**config.mk**
```make
export PLATFORM = sky130hd
export DESIGN_NAME = integer_token_parser_si_suffix
export DESIGN_NICKNAME = d
export VERILOG_FILES = /design/src/hdl/itp_pkg.sv /design/src/hdl/itp_fifo.sv /design/src/hdl/itp_front.sv /design/src/hdl/itp_back.sv /design/src/hdl/integer_token_parser_si_suffix.sv
export SDC_FILE = /design/constraint.sdc
export NUM_CORES = 1
export LEC_CHECK = 0
export BUFFER_PORTS_ARGS = -buffer_cell sky130_fd_sc_hd__buf_2
export CAP_MARGIN = 20
export CORE_ASPECT_RATIO = 1.5
export CORE_MARGIN = 2
export CORE_UTILIZATION = 38
export CTS_BUF_LIST = sky130_fd_sc_hd__clkbuf_2 sky130_fd_sc_hd__clkbuf_4 sky130_fd_sc_hd__clkbuf_8
export CTS_CLUSTER_SIZE = 40
export DETAILED_ROUTE_END_ITERATION = 8
export PLACE_DENSITY_LB_ADDON = 0.2
export REMOVE_ABC_BUFFERS = 1
export SKIP_LAST_GASP = 1
export SYNTH_ARGS = -nofsm -noshare
export SYNTH_HDL_FRONTEND = slang
export SYNTH_HIERARCHICAL = 1
export SYNTH_SLANG_ARGS = --single-unit
```
**constraint.sdc**
```tcl
create_clock -name i_clk -period 10.02 [get_ports i_clk]
set_clock_uncertainty 0.05 [all_clocks]
set_input_delay 1.503 -clock i_clk [delete_from_list [all_inputs] [get_ports i_clk]]
set_output_delay 1.503 -clock i_clk [all_outputs]
set_load 0.05 [all_outputs]
```
**src/hdl/itp_pkg.sv**
```systemverilog
`timescale 1ns / 1ps

package itp_pkg;

    // Default queue depths (two entries keep one item per cycle flowing)
    localparam int QUEUE_DEPTH_DEF = 2;
    localparam int OUT_DEPTH_DEF   = 2;

    // Character codes
    localparam logic [7:0] CH_0    = 8'h30;
    localparam logic [7:0] CH_9    = 8'h39;
    localparam logic [7:0] CH_A_UP = 8'h41;
    localparam logic [7:0] CH_Z_UP = 8'h5A;
    localparam logic [7:0] CASE_OFS = 8'h20;
    localparam logic [7:0] CH_A    = 8'h61;
    localparam logic [7:0] CH_F    = 8'h66;
    localparam logic [7:0] CH_H    = 8'h68;
    localparam logic [7:0] CH_K    = 8'h6B;
    localparam logic [7:0] CH_M    = 8'h6D;
    localparam logic [7:0] CH_X    = 8'h78;
    localparam logic [7:0] HEX_LETTER_BASE = 8'd10;

    // Suffix scaling and fraction digit budgets
    localparam logic [31:0] SCALE_K  = 32'd1000;
    localparam logic [31:0] SCALE_M  = 32'd1000000;
    localparam logic [2:0]  DIGITS_K = 3'd3;
    localparam logic [2:0]  DIGITS_M = 3'd6;

    typedef enum logic [2:0] {
        PH_IDLE,
        PH_LEADZERO,
        PH_DEC,
        PH_HEXSTART,
        PH_HEX,
        PH_FRAC
    } t_phase;

    // Character class produced by the front end
    typedef struct packed {
        logic       is_dec;
        logic       is_hex;
        logic       is_prefix;
        logic       suf_k;
        logic       suf_m;
        logic [3:0] nib;
    } t_cls;

    // One parse result
    typedef struct packed {
        logic [31:0] value;
        logic        ok;
        logic        hex;
    } t_result;

    // Weight of the next fraction digit, given the digits still allowed
    function automatic logic [19:0] frac_place(input logic [2:0] left);
        logic [19:0] place;
        case (left)
            3'd1:    place = 20'd1;
            3'd2:    place = 20'd10;
            3'd3:    place = 20'd100;
            3'd4:    place = 20'd1000;
            3'd5:    place = 20'd10000;
            3'd6:    place = 20'd100000;
            default: place = 20'd0;
        endcase
        return place;
    endfunction

endpackage

```
**src/hdl/itp_fifo.sv**
```systemverilog
`timescale 1ns / 1ps

module itp_fifo #(
    parameter int WIDTH = 8,
    parameter int DEPTH = 2
) (
    input  logic             i_clk,
    input  logic             i_rst_n,
    input  logic             i_push,
    input  logic [WIDTH-1:0] i_data,
    output logic             o_full,
    input  logic             i_pop,
    output logic             o_empty,
    output logic [WIDTH-1:0] o_data
);

    localparam int PTR_W = (DEPTH > 1) ? $clog2(DEPTH) : 1;
    localparam int CNT_W = $clog2(DEPTH + 1);

    logic [WIDTH-1:0] r_mem [DEPTH];
    logic [PTR_W-1:0] r_wr_ptr, n_wr_ptr;
    logic [PTR_W-1:0] r_rd_ptr, n_rd_ptr;
    logic [CNT_W-1:0] r_count, n_count;
    logic             w_do_push, w_do_pop;

    assign o_full    = (r_count == CNT_W'(DEPTH));
    assign o_empty   = (r_count == '0);
    assign o_data    = r_mem[r_rd_ptr];
    assign w_do_push = i_push && !o_full;
    assign w_do_pop  = i_pop && !o_empty;

    // Pointer and count update
    always_comb begin
        n_wr_ptr = r_wr_ptr;
        n_rd_ptr = r_rd_ptr;
        n_count  = r_count;
        if (w_do_push) begin
            n_wr_ptr = (r_wr_ptr == PTR_W'(DEPTH - 1)) ? '0 : r_wr_ptr + 1'b1;
        end
        if (w_do_pop) begin
            n_rd_ptr = (r_rd_ptr == PTR_W'(DEPTH - 1)) ? '0 : r_rd_ptr + 1'b1;
        end
        if (w_do_push && !w_do_pop) begin
            n_count = r_count + 1'b1;
        end else if (w_do_pop && !w_do_push) begin
            n_count = r_count - 1'b1;
        end
    end

    always_ff @(posedge i_clk) begin
        if (!i_rst_n) begin
            r_wr_ptr <= '0;
            r_rd_ptr <= '0;
            r_count  <= '0;
        end else begin
            r_wr_ptr <= n_wr_ptr;
            r_rd_ptr <= n_rd_ptr;
            r_count  <= n_count;
        end
    end

    // Storage, no reset
    always_ff @(posedge i_clk) begin
        if (w_do_push) begin
            r_mem[r_wr_ptr] <= i_data;
        end
    end

endmodule

```
**src/hdl/itp_front.sv**
```systemverilog
`timescale 1ns / 1ps

module itp_front (
    input  logic [7:0]   i_char,
    output itp_pkg::t_cls o_cls
);

    logic [7:0] w_lower;
    logic [7:0] w_dec_ofs;
    logic [7:0] w_hex_ofs;
    logic       w_is_dec;
    logic       w_is_letter;

    // Fold upper case letters to lower case
    always_comb begin
        if (i_char inside {[itp_pkg::CH_A_UP:itp_pkg::CH_Z_UP]}) begin
            w_lower = i_char + itp_pkg::CASE_OFS;
        end else begin
            w_lower = i_char;
        end
    end

    // Classify the character
    always_comb begin
        w_is_dec    = i_char inside {[itp_pkg::CH_0:itp_pkg::CH_9]};
        w_is_letter = w_lower inside {[itp_pkg::CH_A:itp_pkg::CH_F]};
        w_dec_ofs   = i_char - itp_pkg::CH_0;
        w_hex_ofs   = w_lower - itp_pkg::CH_A + itp_pkg::HEX_LETTER_BASE;

        o_cls.is_dec    = w_is_dec;
        o_cls.is_hex    = w_is_dec || w_is_letter;
        o_cls.is_prefix = (w_lower == itp_pkg::CH_X) || (w_lower == itp_pkg::CH_H);
        o_cls.suf_k     = (w_lower == itp_pkg::CH_K);
        o_cls.suf_m     = (w_lower == itp_pkg::CH_M);
        o_cls.nib       = w_is_dec ? w_dec_ofs[3:0] : w_hex_ofs[3:0];
    end

endmodule

```
**src/hdl/itp_back.sv**
```systemverilog
`timescale 1ns / 1ps

module itp_back (
    input  logic              i_clk,
    input  logic              i_rst_n,
    input  logic              i_valid,
    input  itp_pkg::t_cls     i_cls,
    output logic              o_take,
    input  logic              i_out_full,
    output logic              o_res_push,
    output itp_pkg::t_result  o_res
);

    itp_pkg::t_phase r_phase, n_phase;
    logic [31:0]     r_acc, n_acc;
    logic [2:0]      r_left, n_left;

    logic        w_step;
    logic        w_suffix;
    logic [31:0] w_scale;
    logic [31:0] w_scaled;
    logic [31:0] w_dec_next;
    logic [31:0] w_hex_next;
    logic [23:0] w_frac_term;
    logic [2:0]  w_digits;

    assign w_step = i_valid && !i_out_full;
    assign o_take = w_step;

    // Datapath terms
    assign w_suffix    = i_cls.suf_k || i_cls.suf_m;
    assign w_scale     = i_cls.suf_m ? itp_pkg::SCALE_M : itp_pkg::SCALE_K;
    assign w_digits    = i_cls.suf_m ? itp_pkg::DIGITS_M : itp_pkg::DIGITS_K;
    assign w_scaled    = r_acc * w_scale;
    assign w_dec_next  = (r_acc << 3) + (r_acc << 1) + 32'(i_cls.nib);
    assign w_hex_next  = {r_acc[27:0], i_cls.nib};
    assign w_frac_term = 24'(i_cls.nib) * 24'(itp_pkg::frac_place(r_left));

    // Next phase
    always_comb begin
        n_phase = r_phase;
        if (w_step) begin
            case (r_phase)
                itp_pkg::PH_IDLE: begin
                    if (i_cls.is_dec) begin
                        n_phase = (i_cls.nib == 4'd0) ? itp_pkg::PH_LEADZERO : itp_pkg::PH_DEC;
                    end else if (i_cls.is_prefix) begin
                        n_phase = itp_pkg::PH_HEXSTART;
                    end else begin
                        n_phase = itp_pkg::PH_IDLE;
                    end
                end
                itp_pkg::PH_LEADZERO, itp_pkg::PH_DEC: begin
                    if (r_phase == itp_pkg::PH_LEADZERO && i_cls.is_prefix) begin
                        n_phase = itp_pkg::PH_HEXSTART;
                    end else if (i_cls.is_dec) begin
                        n_phase = itp_pkg::PH_DEC;
                    end else if (w_suffix) begin
                        n_phase = itp_pkg::PH_FRAC;
                    end else begin
                        n_phase = itp_pkg::PH_IDLE;
                    end
                end
                itp_pkg::PH_HEXSTART, itp_pkg::PH_HEX: begin
                    n_phase = i_cls.is_hex ? itp_pkg::PH_HEX : itp_pkg::PH_IDLE;
                end
                itp_pkg::PH_FRAC: begin
                    n_phase = i_cls.is_dec ? itp_pkg::PH_FRAC : itp_pkg::PH_IDLE;
                end
                default: n_phase = itp_pkg::PH_IDLE;
            endcase
        end
    end

    // Accumulator, fraction budget and result
    always_comb begin
        n_acc       = r_acc;
        n_left      = r_left;
        o_res_push  = 1'b0;
        o_res.value = r_acc;
        o_res.ok    = 1'b1;
        o_res.hex   = 1'b0;
        if (w_step) begin
            case (r_phase)
                itp_pkg::PH_IDLE: begin
                    if (i_cls.is_dec) begin
                        n_acc = 32'(i_cls.nib);
                    end else if (i_cls.is_prefix) begin
                        n_acc = '0;
                    end else begin
                        o_res_push  = 1'b1;
                        o_res.value = '0;
                        o_res.ok    = 1'b0;
                    end
                end
                itp_pkg::PH_LEADZERO, itp_pkg::PH_DEC: begin
                    if (r_phase == itp_pkg::PH_LEADZERO && i_cls.is_prefix) begin
                        n_acc = '0;
                    end else if (i_cls.is_dec) begin
                        n_acc = w_dec_next;
                    end else if (w_suffix) begin
                        n_acc  = w_scaled;
                        n_left = w_digits;
                    end else begin
                        o_res_push = 1'b1;
                    end
                end
                itp_pkg::PH_HEXSTART: begin
                    if (i_cls.is_hex) begin
                        n_acc = 32'(i_cls.nib);
                    end else begin
                        o_res_push  = 1'b1;
                        o_res.value = '0;
                        o_res.ok    = 1'b0;
                        o_res.hex   = 1'b1;
                    end
                end
                itp_pkg::PH_HEX: begin
                    if (i_cls.is_hex) begin
                        n_acc = w_hex_next;
                    end else begin
                        o_res_push = 1'b1;
                        o_res.hex  = 1'b1;
                    end
                end
                itp_pkg::PH_FRAC: begin
                    // fraction digits land directly at their decimal weight
                    if (i_cls.is_dec) begin
                        if (r_left != 3'd0) begin
                            n_acc  = r_acc + 32'(w_frac_term);
                            n_left = r_left - 3'd1;
                        end
                    end else begin
                        o_res_push = 1'b1;
                    end
                end
                default: begin
                    n_acc = r_acc;
                end
            endcase
        end
    end

    always_ff @(posedge i_clk) begin
        if (!i_rst_n) begin
            r_phase <= itp_pkg::PH_IDLE;
        end else begin
            r_phase <= n_phase;
        end
    end

    always_ff @(posedge i_clk) begin
        r_acc  <= n_acc;
        r_left <= n_left;
    end

endmodule

```
**src/hdl/integer_token_parser_si_suffix.sv**
```systemverilog
// Streaming parser for unsigned 32-bit integer tokens, one ASCII character per item.
// A token is hex after an optional '0' and an 'x' or 'h' prefix (any case), else decimal
// with an optional 'k'/'m' suffix and up to 3/6 zero-padded fraction digits; values wrap
// modulo 2^32. The first character that does not fit ends the token and yields one result
// (value, ok flag, hex flag); a bad first character gives a failure result. One character
// is taken every cycle while full is low: the parser advances one character per cycle while
// the result queue has room, its longest step being the multiply by 10^3 or 10^6 when a
// suffix arrives. A result becomes visible after its terminating character is accepted: the
// character waits in the character queue, the parser steps on it and writes the result queue,
// and a full result queue can hold it back. Both queues let either side stall on its own.
`timescale 1ns / 1ps

module integer_token_parser_si_suffix #(
    parameter int QUEUE_DEPTH = itp_pkg::QUEUE_DEPTH_DEF,
    parameter int OUT_DEPTH   = itp_pkg::OUT_DEPTH_DEF
) (
    input  logic        i_clk,
    input  logic        i_rst_n,
    input  logic        push,
    input  logic [7:0]  i_char_in,
    output logic        full,
    input  logic        pop,
    output logic        empty,
    output logic [31:0] o_parsed_value,
    output logic        o_parse_ok,
    output logic        o_was_hex
);

    itp_pkg::t_cls    w_cls_in, w_cls_q;
    itp_pkg::t_result w_res_in, w_res_q;
    logic             w_q_empty, w_q_pop;
    logic             w_out_full, w_res_push;

    // Front: classify each character
    itp_front u_front (
        .i_char (i_char_in),
        .o_cls  (w_cls_in)
    );

    // Queue of classified characters
    itp_fifo #(
        .WIDTH ($bits(itp_pkg::t_cls)),
        .DEPTH (QUEUE_DEPTH)
    ) u_cls_q (
        .i_clk   (i_clk),
        .i_rst_n (i_rst_n),
        .i_push  (push),
        .i_data  (w_cls_in),
        .o_full  (full),
        .i_pop   (w_q_pop),
        .o_empty (w_q_empty),
        .o_data  (w_cls_q)
    );

    // Back: parser state machine
    itp_back u_back (
        .i_clk      (i_clk),
        .i_rst_n    (i_rst_n),
        .i_valid    (!w_q_empty),
        .i_cls      (w_cls_q),
        .o_take     (w_q_pop),
        .i_out_full (w_out_full),
        .o_res_push (w_res_push),
        .o_res      (w_res_in)
    );

    // Result queue
    itp_fifo #(
        .WIDTH ($bits(itp_pkg::t_result)),
        .DEPTH (OUT_DEPTH)
    ) u_res_q (
        .i_clk   (i_clk),
        .i_rst_n (i_rst_n),
        .i_push  (w_res_push),
        .i_data  (w_res_in),
        .o_full  (w_out_full),
        .i_pop   (pop),
        .o_empty (empty),
        .o_data  (w_res_q)
    );

    assign o_parsed_value = w_res_q.value;
    assign o_parse_ok     = w_res_q.ok;
    assign o_was_hex      = w_res_q.hex;

endmodule

```
Word-level counts from Yosys, hierarchy flattened --
Memories as Yosys holds them, arrays and structs flattened. A register that Yosys moved wholly into a read port is not among the register bits. Cells that the tools add are included.
Word-level totals: memories kept 2, bits in writable memories 86, output and inout bits 36, word-level logic and storage cells 159, register bits 46, input bits 12, ROM bits 0, bits in latches 0
Cells by class: $add $sub $neg 16, multipliers 2, reduce and logical (&&, ||, !) cells 37, magnitude comparators 6, bitwise logic cells 0, divide/modulo/power cells 0, muxes and demuxes 61, shifts and indexed selects 0, equal/unequal tests 26
Memories:
- u_res_q.r_mem | words 2, bits a word 34, rd ports 1, clocked after Yosys merged registers in 1, wr ports 1, RTL line itp_fifo.sv:20 | logic [WIDTH-1:0] r_mem [DEPTH];
- u_cls_q.r_mem | words 2, bits a word 9, rd ports 1, clocked after Yosys merged registers in 1, wr ports 1, RTL line itp_fifo.sv:20
Operator list (count):
- 2-to-1 mux 32 bit | 9
- one-hot mux 32 bit (5 select lines) | 1
- one-hot mux 17 bit (6 select lines) | 1
- 2-to-1 mux 34 bit | 2
- 2-to-1 mux 33 bit | 2
- one-hot mux 33 bit (2 select lines) | 1
- 2-to-1 mux 3 bit | 12
- adder 32 x 24 -> 32 bit | 1
- adder 32 bit | 1
- adder 32 x 4 -> 32 bit | 1
- == test 8 x 7 -> 1 bit (second input constant) | 4
- multiplier 32 x 32 -> 32 bit | 1
- multiplier 4 x 17 -> 21 bit | 1
- 2-to-1 mux 1 bit | 20
- 2-to-1 mux 20 bit | 1
- >= comparator 8 x 7 -> 1 bit (second input constant) | 2
- less-or-equal comparator 8 x 7 -> 1 bit (second input constant) | 2
- == test 3 bit (second input constant) | 5
- logical AND 1 bit | 13
- == test 3 x 2 -> 1 bit (second input constant) | 4
- 2-to-1 mux 2 bit | 6
- one-hot mux 3 bit (4 select lines) | 1
- != test 2 x 1 -> 1 bit (second input constant) | 5
- adder 8 x 6 -> 8 bit (second input constant) | 1
- 29 further kinds | 51

Depth between registers and ports, before layout --
depth after elaboration 11, depth in mapped cells 30, depth with buffers taken out 26

Hierarchy --
Netlist, hierarchy kept.
Modules (own cells, without submodules):
- itp_back | cells an instance 1643, area an instance 14497.7 um^2, seq. area each 1111.1 um^2, instances 1
- itp_fifo (u_res_q) | cells an instance 131, area an instance 2686.3 um^2, seq. area each 2142.1 um^2, instances 1
- itp_fifo (u_cls_q) | cells an instance 53, area an instance 880.8 um^2, seq. area each 640.6 um^2, instances 1
- itp_front | cells an instance 45, area an instance 336.6 um^2, seq. area each 0.0 um^2, instances 1
- integer_token_parser_si_suffix | cells an instance 1, area an instance 3.8 um^2, seq. area each 0.0 um^2, instances 1

Least setup slack after synthesis --
Ideal clock, no wire load.
path type register -> register, from register (tool-made name), to register u_back.r_acc[24], data pin, buffers on the path 4, period minus slack after synthesis 6825 ps, cell stages (with the launch flop) 25, data required time 9705 ps, arrival time 6510 ps, setup time 265 ps, path slack 3195 ps, path through dfxtp_1 buf_2 mux2_2 clkbuf_1 clkbuf_1 clkbuf_1 nor2_1 fa_1 fa_1 ha_1 inv_1 fa_1 fa_1 fa_1 inv_1 ha_1 ha_1 nand2_1 a2111oi_0 nor2_1 o21ai_0 a21oi_1 xor2_1 o221ai_1 or3_1
RTL lines:
- end signal, assigned | RTL line itp_back.sv:153 | r_acc <= n_acc;
- end, declared | RTL line itp_back.sv:15 | logic [31:0] r_acc, n_acc;

==> results.toml <==
[yosys]
synthArstFlopShare_pct = 0
synth_ff_type = "edfxtp_1"
yosysWarnings = 6
synth_top_area_share_pct = 20.23
synth_common_cells = "inv_1 (305), ha_1 (284), fa_1 (186), edfxtp_1 (121), nand2_1 (92)"
ys_top_cells_by_area = "fa_1 (20%), edfxtp_1 (20%), ha_1 (19%), inv_1 (6.2%), xnor2_1 (3.0%)"
yosysSeqAreaShare_pct = 21.16
synth_edf_count = 121
netlist_area_um2 = 18410
synth_seq_cells = 134
yosysMostFrequentCell = "inv_1"
synth.distinct_cells = 73
netlist_instances = 1873
synth_area_leader_cell = "fa_1"
postSynthAreaPerCell_um2 = 9.827

[sta]
max-slew-margin-rel_pct = 29.40
worstMarginPinSlew_ps = 1032
clock.fmax_mhz = 132.7
rsz0062_at_grt = "false"
tns_ps = 0
hold_viol = 0
fin_crit_sh_pct = 75.18
post-route-min-period_ps = 7533
setup_violations = 0
finalMaxSlewViolations = 0

[worst_setup_path]
path_max_fanout = 34
cpMostUsedCell = "fa_1"
slowest_stage = "a2111oi_0"
path_buf_inv = 4
cp_cell_sequence = "mux2_2 -> buf_4 -> nand2b_1 -> fa_1 -> fa_1 -> inv_1 -> ha_1 -> fa_1 -> inv_1 -> fa_1 -> fa_1 -> inv_1 -> ha_1 -> ha_1 -> nand3_1 -> a2111oi_0 -> nor2_1 -> o21ai_0 -> a21oi_1 -> xor2_1 -> o221ai_1 -> or3_1"
worstPathRequired_ps = 10240
crit_path_start_kind = "register"
rrSetupSlack_ps = 2490
critical_path.top_delay_family = "adder cells"
endpoint_kind = "register"
critPathArrivalTime_ps = 7750
crit_type = "register to register"
cpPeakStageDelay_ps = 720

[global_route]
gr-total-overflow = 0
grt_start_max_net_pins = 35
grt_first_pass_wirelength_um = 78380
grt_use_total_pct = 20.67
antenna_found_initial = 1
grt_pass1_vias = 14310

[detailed_routing]
drt_pass1_iterations = 5
vias = 13400
routed_wl_um = 49810
viasPerCell = 5.316
ant_nets = 0
remaining_drc_errors = 0
drt_iter0_drc = 597
wl_per_cell_um = 19.76

[die]
rows = 98
io_pins = 48
fp.dieH_um = 273.5
die_area_um2 = 50250
die_x_um = 183.7
start_util_pct = 38.59
core_area_um2 = 47700

[cts]
hold_buffers = 0
clkTransAtPathRegs_ps = 90
cts.sinks = 134
postCtsSetupBuffers = 0
clk_latency_ps = 510
cts_htree_levels = 4
cts_buffers = 17
post_cts_resized = 0
cts_tree = "done"
cts.root.buffer_cell = "clkbuf_8"
clockBufferDepth = 2

[finish]
drive_gt1_share_pct = 9.375
stdcell_area_um2 = 19740
fillerInstances = 4721
syn2layout_area_growth_pct = 7.226
layout.nets = 2389

[min_path]
hp-start = "u_cls_q/r_count[1]"
worstHoldPathType = "register to register"

[placed_design]
gp_congestion = 0.9283
hpwl_um = 39920
dpl_cell_area_um2 = 19350
io_buffers = 47

[flow_run]
drv_cap = 0

[outcome]
status = "complete, no violations"
==> routing by layer <==
metal	track usage, %	routed length [um]	share of wire (%)	vias up
li1	-	-	-	6437
met1	22.12	18890	38	6589
met2	38.80	26570	53	267
met3	2.129	1286	2.6	108
met4	12.46	3064	6.2	0
met5	0	0	0	-
==> registers in the layout, summed over array words and instances (netlist names), 2 cells and up, named ones only <==
| signal | cells |
|---|---|
| u_back/r_acc | 32 |
| u_back/r_left | 3 |
| u_back/r_phase | 3 |
| u_cls_q/r_count | 2 |
| u_cls_q/r_mem | 18 |
| u_res_q/r_count | 2 |
| u_res_q/r_mem | 68 |
==> worst reg2reg max path, delay by kind of cell, from the launching register on <==
kind / cells / cell delay, ps
xor gates and xnor gates: 1 / 150
AOI/OAI and AO/OA: 4 / 1200
buffers and inverters: 4 / 460
DFF: 1 / 550
adders and majority gates: 8 / 3450
and+or+nand+nor: 4 / 880
muxes: 1 / 560
==> metrics by stage <==
| step | util, % | setup WS [ps] | instances | hold WS (ps) |
|---|---|---|---|---|
| floorplan | - | 3299 | 1818 | 433.3 |
| global placement | 40.57 | 2710 | 2487 | 446.7 |
| detailed placement | 40.57 | 2525 | 2487 | 467.2 |
| CTS | 41.31 | 2490 | 2519 | 481.7 |
| global route | 41.38 | 2082 | 2521 | 542.0 |
| finish | 41.38 | 2487 | 2521 | 475.9 |
==> cells in the final DEF, fill, tap and decap left out, types with 17 or more instances in the layout <==
cell type  netlist  routed
nor3_1          21      18
ha_1           284     284
nand2b_1        26      26
xnor2_1         63      63
xor2_1          45      45
nand2_1         92      92
clkbuf_8         0      17
and2_1          72      72
o21ai_0         79      79
edfxtp_1       121     121
nor2b_1         29      29
nor2_1          89      89
inv_1          305     305
a21oi_1         71      71
buf_4            4      22
buf_2            6      47
nand3_1         25      25
a21o_1          17      17
and3_1          22      21
fa_1           186     186
mux2_2          44      44
==> final timing paths <==
kind                                            to  cells past startpoint
worst min register to register  u_cls_q/r_count[1]                      2
worst min-delay path            u_cls_q/r_count[1]                      2
worst max register to register    u_back/r_acc[24]                     22
worst max-delay path              u_back/r_acc[24]                     22
==> cell families (layout without fill, tap and decap cells) <==
| family | Yosys count | after routing | synth area share (%) |
|---|---|---|---|
| adders and majority gates | 470 | 470 | 39.54 |
| and+or+nand+nor | 426 | 426 | 11.92 |
| buffers and inverters | 363 | 410 | 7.526 |
| AOI/OAI and AO/OA | 318 | 318 | 11.46 |
| DFF | 134 | 134 | 21.16 |
| xor gates and xnor gates | 108 | 108 | 5.139 |
| muxes | 54 | 54 | 3.263 |
| other | 0 | 1 | 0 |
==> final cells by class <==
type / instances / area, um^2 / area share (%)
repair buffers: 70 / 427.9 / 2.168
clock buffers: 17 / 234.0 / 1.186
diodes: 1 / 2.502 / 0.01268
well taps: 600 / 750.7 / 3.804
inverters: 308 / 1156 / 5.858
clock inverters: 15 / 120.1 / 0.6086
flip-flops and latches: 134 / 3895 / 19.74
multi-input cells: 1376 / 13150 / 66.63
Power is not shown: default switching activity piles up to over one toggle a cycle in this logic, so the estimate is an artifact.
